<file path="src/bccm_pkg.sv">
// bccm_pkg: shared widths, codes, register reset values and structs of the
// bifurcation column cycle marker. No dependencies.
`default_nettype none

package bccm_pkg;

  localparam int ROWS      = 64;
  localparam int ROW_W     = $clog2(ROWS);
  localparam int TOP_W     = $clog2(ROWS + 1);
  localparam int COL_W     = 10;
  localparam int DATA_W    = 32;
  localparam int ITER_W    = 16;
  localparam int STEP_W    = ITER_W + 1;
  localparam int LIMIT_W   = 7;
  localparam int MASK_W    = 64;
  localparam int CFG_IDX_W = 3;
  localparam int OP_W      = DATA_W + 2;
  localparam int PROD_W    = 2 * OP_W;

  typedef enum logic [CFG_IDX_W-1:0] {
    CFG_C_MIN       = 3'd0,
    CFG_C_STEP      = 3'd1,
    CFG_X_MIN       = 3'd2,
    CFG_ROW_SCALE   = 3'd3,
    CFG_INITIAL_X   = 3'd4,
    CFG_MAX_ITER    = 3'd5,
    CFG_DISCARD_CNT = 3'd6,
    CFG_STACK_LIMIT = 3'd7
  } cfg_idx_t;

  typedef enum logic [1:0] {
    OUT_CYCLE   = 2'd0,
    OUT_LIMIT   = 2'd1,
    OUT_EXHAUST = 2'd2
  } outcome_t;

  typedef enum logic [2:0] {
    ST_IDLE,
    ST_CMUL,
    ST_CADD,
    ST_SQ,
    ST_ADD,
    ST_ROW,
    ST_DONE
  } state_t;

  typedef enum logic [1:0] {
    MUL_COL,
    MUL_SQ,
    MUL_ROW
  } mul_op_t;

  localparam logic [DATA_W-1:0]  RST_C_MIN       = 32'hE000_0000;
  localparam logic [DATA_W-1:0]  RST_C_STEP      = 32'd590400;
  localparam logic [DATA_W-1:0]  RST_X_MIN       = 32'hE000_0000;
  localparam logic [DATA_W-1:0]  RST_ROW_SCALE   = 32'h1000_0000;
  localparam logic [DATA_W-1:0]  RST_INITIAL_X   = 32'h0000_0000;
  localparam logic [ITER_W-1:0]  RST_MAX_ITER    = 16'd1000;
  localparam logic [ITER_W-1:0]  RST_DISCARD_CNT = 16'd100;
  localparam logic [LIMIT_W-1:0] RST_STACK_LIMIT = 7'd64;

  typedef struct packed {
    logic signed [DATA_W-1:0] c_min;
    logic signed [DATA_W-1:0] c_step;
    logic signed [DATA_W-1:0] x_min;
    logic [DATA_W-1:0]        row_scale;
    logic signed [DATA_W-1:0] initial_x;
    logic [ITER_W-1:0]        max_iter;
    logic [ITER_W-1:0]        discard_count;
    logic [LIMIT_W-1:0]       stack_limit;
  } cfg_t;

  // operand request from the sequencer to the shared multiplier
  typedef struct packed {
    logic                     en;
    mul_op_t                  op;
    logic signed [DATA_W-1:0] x;
    logic signed [DATA_W:0]   diff;
    logic [COL_W-1:0]         column;
  } mul_req_t;

endpackage

`default_nettype wire

</file>
<file path="src/bccm_in_if.sv">
// bccm_in_if: column input channel, valid/ready with the column payload.
// Depends on bccm_pkg.
`default_nettype none

interface bccm_in_if;
  import bccm_pkg::*;

  logic             valid;
  logic             ready;
  logic [COL_W-1:0] column;

  modport source (output valid, output column, input ready);
  modport sink (input valid, input column, output ready);
endinterface

`default_nettype wire

</file>
<file path="src/bccm_out_if.sv">
// bccm_out_if: result channel, valid/ready with row mask and outcome code.
// Depends on bccm_pkg.
`default_nettype none

interface bccm_out_if;
  import bccm_pkg::*;

  logic              valid;
  logic              ready;
  logic [MASK_W-1:0] row_mask;
  logic [1:0]        outcome;

  modport source (output valid, output row_mask, output outcome, input ready);
  modport sink (input valid, input row_mask, input outcome, output ready);
endinterface

`default_nettype wire

</file>
<file path="src/bccm_cfg_regs.sv">
// bccm_cfg_regs: configuration register file behind the plain write port.
// Depends on bccm_pkg.
`default_nettype none

module bccm_cfg_regs (
  input  wire logic                           clk,
  input  wire logic                           rst_n,
  input  wire logic                           cfg_we,
  input  wire logic [bccm_pkg::CFG_IDX_W-1:0] cfg_idx,
  input  wire logic [bccm_pkg::DATA_W-1:0]    cfg_wdata,
  output bccm_pkg::cfg_t                      cfg
);
  import bccm_pkg::*;

  cfg_t cfg_r;

  always_ff @(posedge clk) begin
    if (!rst_n) begin
      cfg_r.c_min         <= RST_C_MIN;
      cfg_r.c_step        <= RST_C_STEP;
      cfg_r.x_min         <= RST_X_MIN;
      cfg_r.row_scale     <= RST_ROW_SCALE;
      cfg_r.initial_x     <= RST_INITIAL_X;
      cfg_r.max_iter      <= RST_MAX_ITER;
      cfg_r.discard_count <= RST_DISCARD_CNT;
      cfg_r.stack_limit   <= RST_STACK_LIMIT;
    end else if (cfg_we) begin
      unique case (cfg_idx_t'(cfg_idx))
        CFG_C_MIN:       cfg_r.c_min         <= cfg_wdata;
        CFG_C_STEP:      cfg_r.c_step        <= cfg_wdata;
        CFG_X_MIN:       cfg_r.x_min         <= cfg_wdata;
        CFG_ROW_SCALE:   cfg_r.row_scale     <= cfg_wdata;
        CFG_INITIAL_X:   cfg_r.initial_x     <= cfg_wdata;
        CFG_MAX_ITER:    cfg_r.max_iter      <= cfg_wdata[ITER_W-1:0];
        CFG_DISCARD_CNT: cfg_r.discard_count <= cfg_wdata[ITER_W-1:0];
        CFG_STACK_LIMIT: cfg_r.stack_limit   <= cfg_wdata[LIMIT_W-1:0];
        default: ;
      endcase
    end
  end

  assign cfg = cfg_r;

endmodule

`default_nettype wire

</file>
<file path="src/bccm_mul_unit.sv">
// bccm_mul_unit: the one shared 34x34 signed multiplier with its operand
// select and registered product. Depends on bccm_pkg.
`default_nettype none

module bccm_mul_unit (
  input  wire logic                               clk,
  input  bccm_pkg::mul_req_t                      req,
  input  bccm_pkg::cfg_t                          cfg,
  output logic signed [bccm_pkg::PROD_W-1:0]      prod
);
  import bccm_pkg::*;

  logic signed [OP_W-1:0]   op_a;
  logic signed [OP_W-1:0]   op_b;
  logic signed [PROD_W-1:0] prod_r;

  always_comb begin
    op_a = '0;
    op_b = '0;
    unique case (req.op)
      MUL_COL: begin
        op_a = signed'({{(OP_W-COL_W){1'b0}}, req.column});
        op_b = OP_W'(cfg.c_step);
      end
      MUL_SQ: begin
        op_a = OP_W'(req.x);
        op_b = OP_W'(req.x);
      end
      MUL_ROW: begin
        // difference is only used when non-negative, scale is unsigned
        op_a = OP_W'(req.diff);
        op_b = signed'({2'b00, cfg.row_scale});
      end
      default: begin
        op_a = '0;
        op_b = '0;
      end
    endcase
  end

  always_ff @(posedge clk) begin
    if (req.en) begin
      prod_r <= op_a * op_b;
    end
  end

  assign prod = prod_r;

endmodule

`default_nettype wire

</file>
<file path="src/bccm_seq.sv">
// bccm_seq: sequencer of one column: c set-up, transient and tracked orbit
// steps, row quantisation, visited set and result register.
// Depends on bccm_pkg; drives bccm_mul_unit through a mul_req_t.
`default_nettype none

module bccm_seq (
  input  wire logic                              clk,
  input  wire logic                              rst_n,
  input  bccm_pkg::cfg_t                         cfg,
  input  wire logic                              in_valid,
  input  wire logic [bccm_pkg::COL_W-1:0]        in_column,
  output logic                                   in_ready,
  output bccm_pkg::mul_req_t                     mul_req,
  input  wire logic signed [bccm_pkg::PROD_W-1:0] prod,
  output logic                                   out_valid,
  input  wire logic                              out_ready,
  output logic [bccm_pkg::MASK_W-1:0]            out_row_mask,
  output logic [1:0]                             out_outcome
);
  import bccm_pkg::*;

  state_t                   state_r, state_nxt;
  logic signed [DATA_W-1:0] x_r, x_nxt;
  logic signed [DATA_W-1:0] c_r, c_nxt;
  logic [COL_W-1:0]         col_r, col_nxt;
  logic [ITER_W-1:0]        disc_r, disc_nxt;
  logic [STEP_W-1:0]        step_r, step_nxt;
  logic                     track_r, track_nxt;
  logic                     chk_r, chk_nxt;
  logic                     neg_r, neg_nxt;
  logic [ROWS-1:0]          visited_r, visited_nxt;
  logic [TOP_W-1:0]         top_r, top_nxt;
  logic [MASK_W-1:0]        res_mask_r, res_mask_nxt;
  outcome_t                 res_out_r, res_out_nxt;
  logic                     out_valid_r, out_valid_nxt;
  logic [MASK_W-1:0]        out_mask_r;
  outcome_t                 out_outcome_r;
  logic                     out_load;

  logic signed [DATA_W:0]   diff;
  logic [DATA_W-1:0]        sq_sat;
  logic signed [DATA_W:0]   x_sum;
  logic signed [DATA_W-1:0] x_step;
  logic signed [42:0]       c_sum;
  logic signed [DATA_W-1:0] c_sat;
  logic [15:0]              row_hi;
  logic                     row_ok;
  logic [ROW_W-1:0]         row_idx;
  logic                     row_hit;
  logic [TOP_W-1:0]         top_inc;
  logic                     at_limit;
  logic                     exhausted;

  // x*x in Q4.28, saturated high, then plus c saturated both ways
  assign sq_sat = (prod[PROD_W-1:59] != '0) ? 32'h7FFF_FFFF : {1'b0, prod[58:28]};
  assign x_sum  = signed'({1'b0, sq_sat}) + (DATA_W+1)'(c_r);
  assign x_step = (x_sum[DATA_W] != x_sum[DATA_W-1]) ?
                  (x_sum[DATA_W] ? 32'sh8000_0000 : 32'sh7FFF_FFFF) : x_sum[DATA_W-1:0];

  assign c_sum = 43'(cfg.c_min) + prod[42:0];
  assign c_sat = (c_sum[42:31] != '0 && c_sum[42:31] != '1) ?
                 (c_sum[42] ? 32'sh8000_0000 : 32'sh7FFF_FFFF) : c_sum[DATA_W-1:0];

  assign diff = (DATA_W+1)'(x_r) - (DATA_W+1)'(cfg.x_min);

  // row = floor of Q16.52 product; a negative difference only lands on row 0
  assign row_hi   = prod[67:52];
  assign row_ok   = neg_r ? (cfg.row_scale == '0) : (row_hi < 16'(ROWS));
  assign row_idx  = neg_r ? '0 : row_hi[ROW_W-1:0];
  assign row_hit  = visited_r[row_idx];
  assign top_inc  = top_r + TOP_W'(1);
  assign at_limit = (TOP_W'(top_inc) >= TOP_W'(cfg.stack_limit)) ||
                    (top_inc >= TOP_W'(ROWS));
  assign exhausted = track_r && (step_r > {1'b0, cfg.max_iter});

  assign out_load = (state_r == ST_DONE) && (!out_valid_r || out_ready);

  always_comb begin
    state_nxt    = state_r;
    x_nxt        = x_r;
    c_nxt        = c_r;
    col_nxt      = col_r;
    disc_nxt     = disc_r;
    step_nxt     = step_r;
    track_nxt    = track_r;
    chk_nxt      = chk_r;
    neg_nxt      = neg_r;
    visited_nxt  = visited_r;
    top_nxt      = top_r;
    res_mask_nxt = res_mask_r;
    res_out_nxt  = res_out_r;
    in_ready     = 1'b0;
    mul_req.en     = 1'b0;
    mul_req.op     = MUL_SQ;
    mul_req.x      = x_r;
    mul_req.diff   = diff;
    mul_req.column = col_r;

    unique case (state_r)
      ST_IDLE: begin
        in_ready = 1'b1;
        if (in_valid) begin
          col_nxt     = in_column;
          visited_nxt = '0;
          top_nxt     = '0;
          state_nxt   = ST_CMUL;
        end
      end
      ST_CMUL: begin
        mul_req.en = 1'b1;
        mul_req.op = MUL_COL;
        state_nxt  = ST_CADD;
      end
      ST_CADD: begin
        c_nxt     = c_sat;
        x_nxt     = cfg.initial_x;
        disc_nxt  = cfg.discard_count;
        track_nxt = (cfg.discard_count == '0);
        step_nxt  = '0;
        chk_nxt   = 1'b0;
        state_nxt = ST_SQ;
      end
      ST_SQ: begin
        // the row product of the previous step is checked here, while the
        // multiplier starts on the next square
        if (chk_r && row_ok && row_hit) begin
          // every visited row was pushed, so the stack is the visited set
          res_mask_nxt = MASK_W'(visited_r);
          res_out_nxt  = OUT_CYCLE;
          state_nxt    = ST_DONE;
        end else if (chk_r && row_ok && at_limit) begin
          res_mask_nxt = '0;
          res_out_nxt  = OUT_LIMIT;
          state_nxt    = ST_DONE;
        end else if (exhausted) begin
          res_mask_nxt = '0;
          res_out_nxt  = OUT_EXHAUST;
          state_nxt    = ST_DONE;
        end else begin
          if (chk_r && row_ok) begin
            visited_nxt[row_idx] = 1'b1;
            top_nxt              = top_inc;
          end
          chk_nxt    = 1'b0;
          mul_req.en = 1'b1;
          mul_req.op = MUL_SQ;
          state_nxt  = ST_ADD;
        end
      end
      ST_ADD: begin
        x_nxt = x_step;
        if (track_r) begin
          state_nxt = ST_ROW;
        end else begin
          disc_nxt = disc_r - ITER_W'(1);
          if (disc_r == ITER_W'(1)) begin
            track_nxt = 1'b1;
          end
          state_nxt = ST_SQ;
        end
      end
      ST_ROW: begin
        mul_req.en = 1'b1;
        mul_req.op = MUL_ROW;
        neg_nxt    = diff[DATA_W];
        chk_nxt    = 1'b1;
        step_nxt   = step_r + STEP_W'(1);
        state_nxt  = ST_SQ;
      end
      ST_DONE: begin
        if (out_load) begin
          state_nxt = ST_IDLE;
        end
      end
      default: state_nxt = ST_IDLE;
    endcase
  end

  always_comb begin
    out_valid_nxt = out_valid_r;
    if (out_load) begin
      out_valid_nxt = 1'b1;
    end else if (out_ready) begin
      out_valid_nxt = 1'b0;
    end
  end

  always_ff @(posedge clk) begin
    if (!rst_n) begin
      state_r     <= ST_IDLE;
      disc_r      <= '0;
      step_r      <= '0;
      track_r     <= 1'b0;
      chk_r       <= 1'b0;
      neg_r       <= 1'b0;
      visited_r   <= '0;
      top_r       <= '0;
      out_valid_r <= 1'b0;
    end else begin
      state_r     <= state_nxt;
      disc_r      <= disc_nxt;
      step_r      <= step_nxt;
      track_r     <= track_nxt;
      chk_r       <= chk_nxt;
      neg_r       <= neg_nxt;
      visited_r   <= visited_nxt;
      top_r       <= top_nxt;
      out_valid_r <= out_valid_nxt;
    end
  end

  always_ff @(posedge clk) begin
    x_r        <= x_nxt;
    c_r        <= c_nxt;
    col_r      <= col_nxt;
    res_mask_r <= res_mask_nxt;
    res_out_r  <= res_out_nxt;
    if (out_load) begin
      out_mask_r    <= res_mask_r;
      out_outcome_r <= res_out_r;
    end
  end

  assign out_valid    = out_valid_r;
  assign out_row_mask = out_mask_r;
  assign out_outcome  = out_outcome_r;

endmodule

`default_nettype wire

</file>
<file path="src/bifurcation_column_cycle_marker_core.sv">
// bifurcation_column_cycle_marker_core: top level, config registers, shared
// multiplier and sequencer. Depends on bccm_pkg, bccm_in_if, bccm_out_if, bccm_cfg_regs, bccm_mul_unit, bccm_seq.
//
//   port       dir   handshake      payload
//   in_ch      sink  valid/ready    column[9:0]
//   out_ch     src   valid/ready    row_mask[63:0], outcome[1:0]
//   cfg_*      in    cfg_we         cfg_idx[2:0], cfg_wdata[31:0]
//
// a column runs c set-up, square and add per discarded step, then square,
// add and row scale per tracked step, and hands over the result; every orbit
// step uses the single multiplier, twice per tracked step (square, row scale)
// in_ch.ready is high only while the sequencer is idle; one finished result
// may wait in the output register while the next column is taken
// reset is synchronous on rst_n and restores the register defaults
`default_nettype none

module bifurcation_column_cycle_marker_core (
  input  wire logic                           clk,
  input  wire logic                           rst_n,
  bccm_in_if.sink                             in_ch,
  bccm_out_if.source                          out_ch,
  input  wire logic                           cfg_we,
  input  wire logic [bccm_pkg::CFG_IDX_W-1:0] cfg_idx,
  input  wire logic [bccm_pkg::DATA_W-1:0]    cfg_wdata
);
  import bccm_pkg::*;

  cfg_t                     cfg;
  mul_req_t                 mul_req;
  logic signed [PROD_W-1:0] prod;
  logic                     in_ready;
  logic                     out_valid;
  logic [MASK_W-1:0]        out_row_mask;
  logic [1:0]               out_outcome;

  bccm_cfg_regs u_cfg (
    .clk       (clk),
    .rst_n     (rst_n),
    .cfg_we    (cfg_we),
    .cfg_idx   (cfg_idx),
    .cfg_wdata (cfg_wdata),
    .cfg       (cfg)
  );

  bccm_mul_unit u_mul (
    .clk  (clk),
    .req  (mul_req),
    .cfg  (cfg),
    .prod (prod)
  );

  bccm_seq u_seq (
    .clk          (clk),
    .rst_n        (rst_n),
    .cfg          (cfg),
    .in_valid     (in_ch.valid),
    .in_column    (in_ch.column),
    .in_ready     (in_ready),
    .mul_req      (mul_req),
    .prod         (prod),
    .out_valid    (out_valid),
    .out_ready    (out_ch.ready),
    .out_row_mask (out_row_mask),
    .out_outcome  (out_outcome)
  );

  assign in_ch.ready     = in_ready;
  assign out_ch.valid    = out_valid;
  assign out_ch.row_mask = out_row_mask;
  assign out_ch.outcome  = out_outcome;

endmodule

`default_nettype wire

</file>
<file path="src/flat_wrapper.sv">
// flat-port wrapper written by rule: the top's interface ports become plain ports
module bifurcation_column_cycle_marker_core_flat import bccm_pkg::*;
  (clk, rst_n, cfg_we, cfg_idx, cfg_wdata, in_ch_valid, in_ch_column, in_ch_ready, out_ch_valid, out_ch_row_mask, out_ch_outcome, out_ch_ready);
  bccm_in_if in_ch_i ();
  bccm_out_if out_ch_i ();
  input  wire logic clk;
  input  wire logic rst_n;
  input  wire logic cfg_we;
  input  wire logic [bccm_pkg::CFG_IDX_W-1:0] cfg_idx;
  input  wire logic [bccm_pkg::DATA_W-1:0] cfg_wdata;
  input wire logic [$bits(in_ch_i.valid)-1:0] in_ch_valid;
  input wire logic [$bits(in_ch_i.column)-1:0] in_ch_column;
  output wire logic [$bits(in_ch_i.ready)-1:0] in_ch_ready;
  output wire logic [$bits(out_ch_i.valid)-1:0] out_ch_valid;
  output wire logic [$bits(out_ch_i.row_mask)-1:0] out_ch_row_mask;
  output wire logic [$bits(out_ch_i.outcome)-1:0] out_ch_outcome;
  input wire logic [$bits(out_ch_i.ready)-1:0] out_ch_ready;
  assign in_ch_i.valid = in_ch_valid;
  assign in_ch_i.column = in_ch_column;
  assign in_ch_ready = in_ch_i.ready;
  assign out_ch_valid = out_ch_i.valid;
  assign out_ch_row_mask = out_ch_i.row_mask;
  assign out_ch_outcome = out_ch_i.outcome;
  assign out_ch_i.ready = out_ch_ready;
  bifurcation_column_cycle_marker_core u_core (.clk(clk), .rst_n(rst_n), .in_ch(in_ch_i), .out_ch(out_ch_i), .cfg_we(cfg_we), .cfg_idx(cfg_idx), .cfg_wdata(cfg_wdata));
endmodule
</file>
<file path="config.mk">
export PLATFORM = sky130hd
export DESIGN_NAME = bifurcation_column_cycle_marker_core_flat
export DESIGN_NICKNAME = d
export VERILOG_FILES = /design/src/bccm_pkg.sv /design/src/bccm_in_if.sv /design/src/bccm_out_if.sv /design/src/bccm_cfg_regs.sv /design/src/bccm_mul_unit.sv /design/src/bccm_seq.sv /design/src/bifurcation_column_cycle_marker_core.sv /design/src/flat_wrapper.sv
export SDC_FILE = /design/constraint.sdc
export NUM_CORES = 2
export LEC_CHECK = 0
export BUFFER_PORTS_ARGS = -buffer_cell sky130_fd_sc_hd__buf_4
export CORE_MARGIN = 5
export CORE_UTILIZATION = 55
export DETAILED_ROUTE_END_ITERATION = 8
export PLACE_DENSITY_LB_ADDON = 0.2
export SKIP_LAST_GASP = 1
export SYNTH_ARGS = -nofsm -noshare
export SYNTH_HDL_FRONTEND = slang
export SYNTH_SLANG_ARGS = --single-unit
</file>
<file path="constraint.sdc">
create_clock -name clk -period 13.3 [get_ports clk]
set_input_delay 3.325 -clock clk [delete_from_list [all_inputs] [get_ports clk]]
set_output_delay 3.325 -clock clk [all_outputs]
set_load 0.01 [all_outputs]
</file>
# Word-level counts from Yosys, hierarchy flattened
# Index checks and enable logic that the tools add are counted.
totals:
  register_bits: 584
  inputBits: 50
op_classes:
  n_mul: 1
  magnitude_cmp: 6
  muxes: 55
  n_reduce_logical: 39
  n_eq_ne: 25
  n_addsub: 6
  n_bitwise: 1
ops:
  columns: ["operator", "count"]
  rows:
  - ["$mux W64", 8]
  - ["$pmux W34 S3", 2]
  - ["$mux W32", 4]
  - ["$pmux W64 S2", 1]
  - ["$mul A34 B34 Y68", 1]
  - ["$or A64 B64 Y64", 1]
  - ["$pmux W32 S2", 1]
  - ["$add A43 B43 Y43", 1]
  - ["$mux W7", 5]
  - ["$pmux W17 S2", 1]
  - ["$add A32 B32 Y33", 1]
  - ["$sub A32 B32 Y33", 1]
  - ["$logic_not A32 Y1", 1]
  - ["$pmux W16 S2", 1]
  - ["$mux W31", 1]
  - ["$reduce_and A2 Y1", 12]
  - ["$eq A3 B3 Y1 const B", 7]
  - ["$mux W3", 6]
  - ["$pmux W3 S6", 1]
  - ["$add A17 B1 Y17 const B", 1]
  - ["$gt A17 B16 Y1", 1]
  - ["$eq A16 B1 Y1 const B", 1]
  - ["$logic_not A16 Y1", 1]
  - ["$lt A16 B7 Y1 const B", 1]
  - ["other kinds (35)", 72]

# Logic depth before layout (Yosys ltp)
logic_depth:
  depth_word: 11
  depth_mapped: 44
  depth_no_buf: 42

# Modules after synthesis
# A second synthesis with hierarchy kept.
unflattened:
  cells_unflattened: 7437
  hier_area_um2: 69564.2
by_module_without_submodules:
  columns: ["mod", "instances", "cells_per_inst", "area_each_um2"]
  rows:
  - ["bccm_mul_unit", 1, 4723, 43041.3]
  - ["bccm_seq", 1, 2007, 19167.1]
  - ["bccm_cfg_regs", 1, 707, 7355.8]

# Worst setup path after synthesis
# OpenSTA, ideal clock, no wires.
synth_path:
  kind: "register to register"
  start: "register u_core.u_seq.x_r[15]"
  end: "register u_core.u_mul.prod_r[67] (netlist: u_core.u_mul.prod[67]) (data pin)"
  slack_ns: 3.221
  stages_incl_launch_ff: 39
  synth_period_minus_slack_ns: 10.079
  required_time_ns: 13.040
  t_arrival_ns: 9.819
  n_path_buf: 3
  cell_sequence: "edfxtp_1 -> ha_1 -> a21o_1 -> a21o_1 -> a21o_1 -> a221o_1 -> a21o_1 -> a2111o_1 -> a31oi_2 -> o21ai_1 -> o31a_1 -> o21ai_2 -> buf_2 -> buf_6 -> nand2_1 -> fa_1 -> fa_1 -> fa_1 -> (+3 left out) -> fa_1 -> fa_1 -> inv_1 -> fa_1 -> inv_1 -> ha_1 -> clkbuf_1 -> o21a_1 -> nor2_1 -> nor2_1 -> a21o_1 -> a21o_1 -> a21oi_1 -> nor2b_1 -> o21ai_0 -> nand3b_1 -> a41oi_1 -> xnor2_1"
synth_via:
  elab_chain_len: 3
synth_rtl:
  columns: ["item", "line", "text"]
  rows:
  - ["start, declared", "bccm_seq.sv:23", "logic signed [DATA_W-1:0] x_r, x_nxt;"]
  - ["start signal, assigned", "bccm_seq.sv:213", "x_r <= x_nxt;"]
  - ["$sub A32 B32 Y33", "bccm_seq.sv:64", "assign diff = (DATA_W+1)'(x_r) - (DATA_W+1)'(cfg.x_min);"]
  - ["$pmux W34 S3", "bccm_mul_unit.sv:20", "unique case (req.op)"]
  - ["$mul A34 B34 Y68 (*)", "bccm_mul_unit.sv:43", "prod_r <= op_a * op_b;"]
  - ["end signal, assigned", "bccm_mul_unit.sv:43", null]
  - ["end, declared", "bccm_mul_unit.sv:15", "logic signed [PROD_W-1:0] prod_r;"]
# Every way passes the cells marked *; elsewhere a longest branch is shown, timed or not.
# A chain may end at the register's enable or synchronous reset.

# Final worst setup path
layout_path:
  start: "register u_core.u_seq.x_r[0]"
  end: "register u_core.u_mul.prod_r[63] (netlist: u_core.u_mul.prod[63]) (data pin)"
# Same word-level chain as after synthesis.

==> flow_metrics.tcl <==
set metrics [dict create \
    grt-ovfl-total 0 \
    vias 54730 \
    slew_viol_final 21 \
    yosysMostFrequentCell "inv_1" \
    synth-edff-count 274 \
    tightest_slew_ps 1527 \
    synth-main-ff-cell "dfxtp_1" \
    grt_pass1_vias 55710 \
    regToRegEndpoint "u_core.u_mul.prod[63]" \
    wl_um 229200 \
    numCtsBuffers 66 \
    dieWidth_um 364.2 \
    core_area_mm2 0.1251 \
    dp_hpwl_um 179500 \
    setup_viol 0 \
    maxCapViolations 1 \
    yosysSeqAreaShare_pct 20.92 \
    cts_hold_buf 0 \
    yosysWarnings 0 \
    fin_crit_sh_pct 91.10 \
    crit_start "u_core.u_seq.x_r[0]" \
    dpl_cell_area_mm2 0.07177 \
    grt_pass1_wl_um 344800 \
    r2r_slack_ps 1180 \
    synth_top_area_share_pct 35.42 \
    rows 130 \
    endpoint_kind "register" \
    cp_common_cell "fa_1" \
    viasPerCell 5.944 \
    drc 0 \
    synth_area_leader_cell "fa_1" \
    ctsLongestPathBuffers 3 \
    slowest_delay_ps 1150 \
    maxSlewHeadroom_pct -1.778 \
    drive_gt1_share_pct 6.845 \
    clock_latency_ps 670 \
    dieArea_mm2 0.1327 \
    syn_area_mm2 0.06901 \
    clock.fmax_mhz 82.54 \
    antenna_found_initial 4 \
    die_h_um 364.2 \
    start_kind "register" \
    rsz0062_at_grt "false" \
    syn_inst 7554 \
    track_usage_pct 34.78 \
    cts_resized 0 \
    post_drt_wl_per_cell_um 24.90 \
    port_buffers 117 \
    synth_nets 9160 \
    place.gp.congestion 1.024 \
    cts.sinks 584 \
    yosys-top-cells-area "fa_1 (35%), edfxtp_1 (12%), dfxtp_1 (9.0%)" \
    fin_cells 9207 \
    clk_pin_slew_ps 60 \
    yosys-top-cells-count "inv_1 (1,303), fa_1 (1,221), nand2_1 (1,157)" \
    utilization_pct 59.12 \
    finalNetCount 9106 \
    hold_viol_final 0 \
    fin_area_mm2 0.07395 \
    area_growth_pct 7.162 \
    io_pins 118 \
    reg2reg_depth 38 \
    htree_levels 3 \
    clock-skew-final_ps 58.13 \
    grt_max_degree 75 \
    detail-route-antenna-nets 0 \
    cp.arrival_ps 12490 \
    syn_avg_cell_area_um2 9.135 \
    cp.required_ps 13670 \
    status "finished, violations left" \
    post-cts-setup-buffers 0 \
    tritoncts "done" \
    fin_tns_setup_ps 0 \
    initial_core_util_pct 55.17 \
    worstSetupPathType "reg -> reg" \
    first_pass_iters 6 \
    drt_iter0_markers 5809 \
    crit_fanout 20 \
    cts_root_buffer "clkbuf_16" \
    violations "capacitance limit, slew limit" \
    hp-class "reg -> reg" \
    dp.cells 9082 \
    crit_slowest_cell "o21a_1" \
    synth-async-reset-ratio_pct 0 \
    synth_cell_types 104 \
    crit_end "u_core.u_mul.prod[63]" \
    ys_seq_elements 584 \
    min_period_ps 12120 \
    r2r-start "u_core.u_seq.x_r[0]" \
]
worst min path at each step:
stage,startpoint,to,cells past startpoint
after floorplan,u_core.u_seq.res_out_r[0],u_core.u_seq.out_outcome[0],0
after global placement,u_core.u_seq.res_mask_r[0],u_core.u_seq.out_row_mask[0],0
after detailed placement,u_core.u_seq.res_mask_r[15],u_core.u_seq.out_row_mask[15],0
after CTS,u_core.u_seq.res_mask_r[51],u_core.u_seq.out_row_mask[51],0
after global routing,u_core.u_seq.res_mask_r[48],u_core.u_seq.out_row_mask[48],0
final,u_core.u_seq.res_mask_r[51],u_core.u_seq.out_row_mask[51],0
metal layers:
metal | wire length [µm] | GRT usage [%]
met1 | 86520 | 45.70
met2 | 102100 | 54.39
met3 | 26170 | 8.511
met4 | 14450 | 17.10
met5 | 7 | 0
sequential cells by signal, indices dropped and copies added (netlist names):
name	cells
u_core.u_cfg.cfg	199
u_core.u_mul.prod	68
u_core.u_seq.c_r	32
u_core.u_seq.chk_r	1
u_core.u_seq.col_r	10
u_core.u_seq.disc_r	16
u_core.u_seq.neg_r	1
u_core.u_seq.out_outcome	2
u_core.u_seq.out_row_mask	64
u_core.u_seq.out_valid	1
u_core.u_seq.res_mask_r	64
u_core.u_seq.res_out_r	2
u_core.u_seq.state_r	3
u_core.u_seq.step_r	17
u_core.u_seq.top_r	7
u_core.u_seq.track_r	1
u_core.u_seq.visited_r	64
u_core.u_seq.x_r	32
critical path, delay by kind of cell (launching register included):
kind	cells	cell delay (ps)
AO/OA/AOI/OAI	15	4980
XOR/XNOR	2	290
adder cells (fa/ha/maj)	11	5020
buffers and inverters	5	260
flip-flops	1	360
AND/OR/NAND/NOR	5	870
per-stage QoR:
| stage | hold WS [ps] | setup slack (ps) |
|---|---|---|
| 3_3_place_gp | 401.0 | 1660 |
| 3_5_place_dp | 404.5 | 1567 |
| 6_report | 406.2 | 1184 |
| 2_1_floorplan | 400.3 | 3221 |
| 5_1_grt | 417.2 | 715.7 |
| 4_1_cts | 406.8 | 1452 |
cells by family after synthesis:
group                      Yosys count  synth area share [%]
and+or+nand+nor                   2404                 14.74
buffers and inverters             1678                 9.240
adders and majority gates         1556                 41.49
AOI/OAI and AO/OA                 1105                 10.53
DFF                                584                 20.92
xor gates and xnor gates           161                 2.043
muxes                               66                 1.041
final cells by class:
type,instances,area (µm²)
antenna,4,10.01
clock buffer,88,1826
clock inverter,33,347.8
fill,10790,51130
inverter,1305,4903
multi-input combinational,5292,48480
sequential,584,14440
tap,1650,2064
timing repair buffer,251,1884
placed cells by master, fill, tap and decap left out, types with 26 or more instances in the layout:
| master | instances |
|---|---|
| inv_1 | 1303 |
| fa_1 | 1221 |
| nand2_1 | 1157 |
| nor2_1 | 763 |
| a21oi_1 | 394 |
| ha_1 | 335 |
| dfxtp_1 | 309 |
| edfxtp_1 | 274 |
| buf_4 | 251 |
| a21o_1 | 138 |
| o21ai_0 | 128 |
| xnor2_1 | 109 |
| and2_1 | 86 |
| nand3_1 | 78 |
| clkbuf_16 | 67 |
| mux2i_1 | 56 |
| xor2_1 | 52 |
| a32o_1 | 50 |
| o21a_1 | 48 |
| nand2b_1 | 41 |
| or2_2 | 41 |
| nor3_1 | 41 |
| and3_1 | 36 |
| nor2b_1 | 35 |
| nand4_1 | 32 |
| a21boi_0 | 30 |
| a31oi_1 | 27 |
| o211ai_1 | 26 |
Power is left out: the tool's default activity adds up to more than one toggle a clock period on the data nets, which glitch-free logic cannot reach.
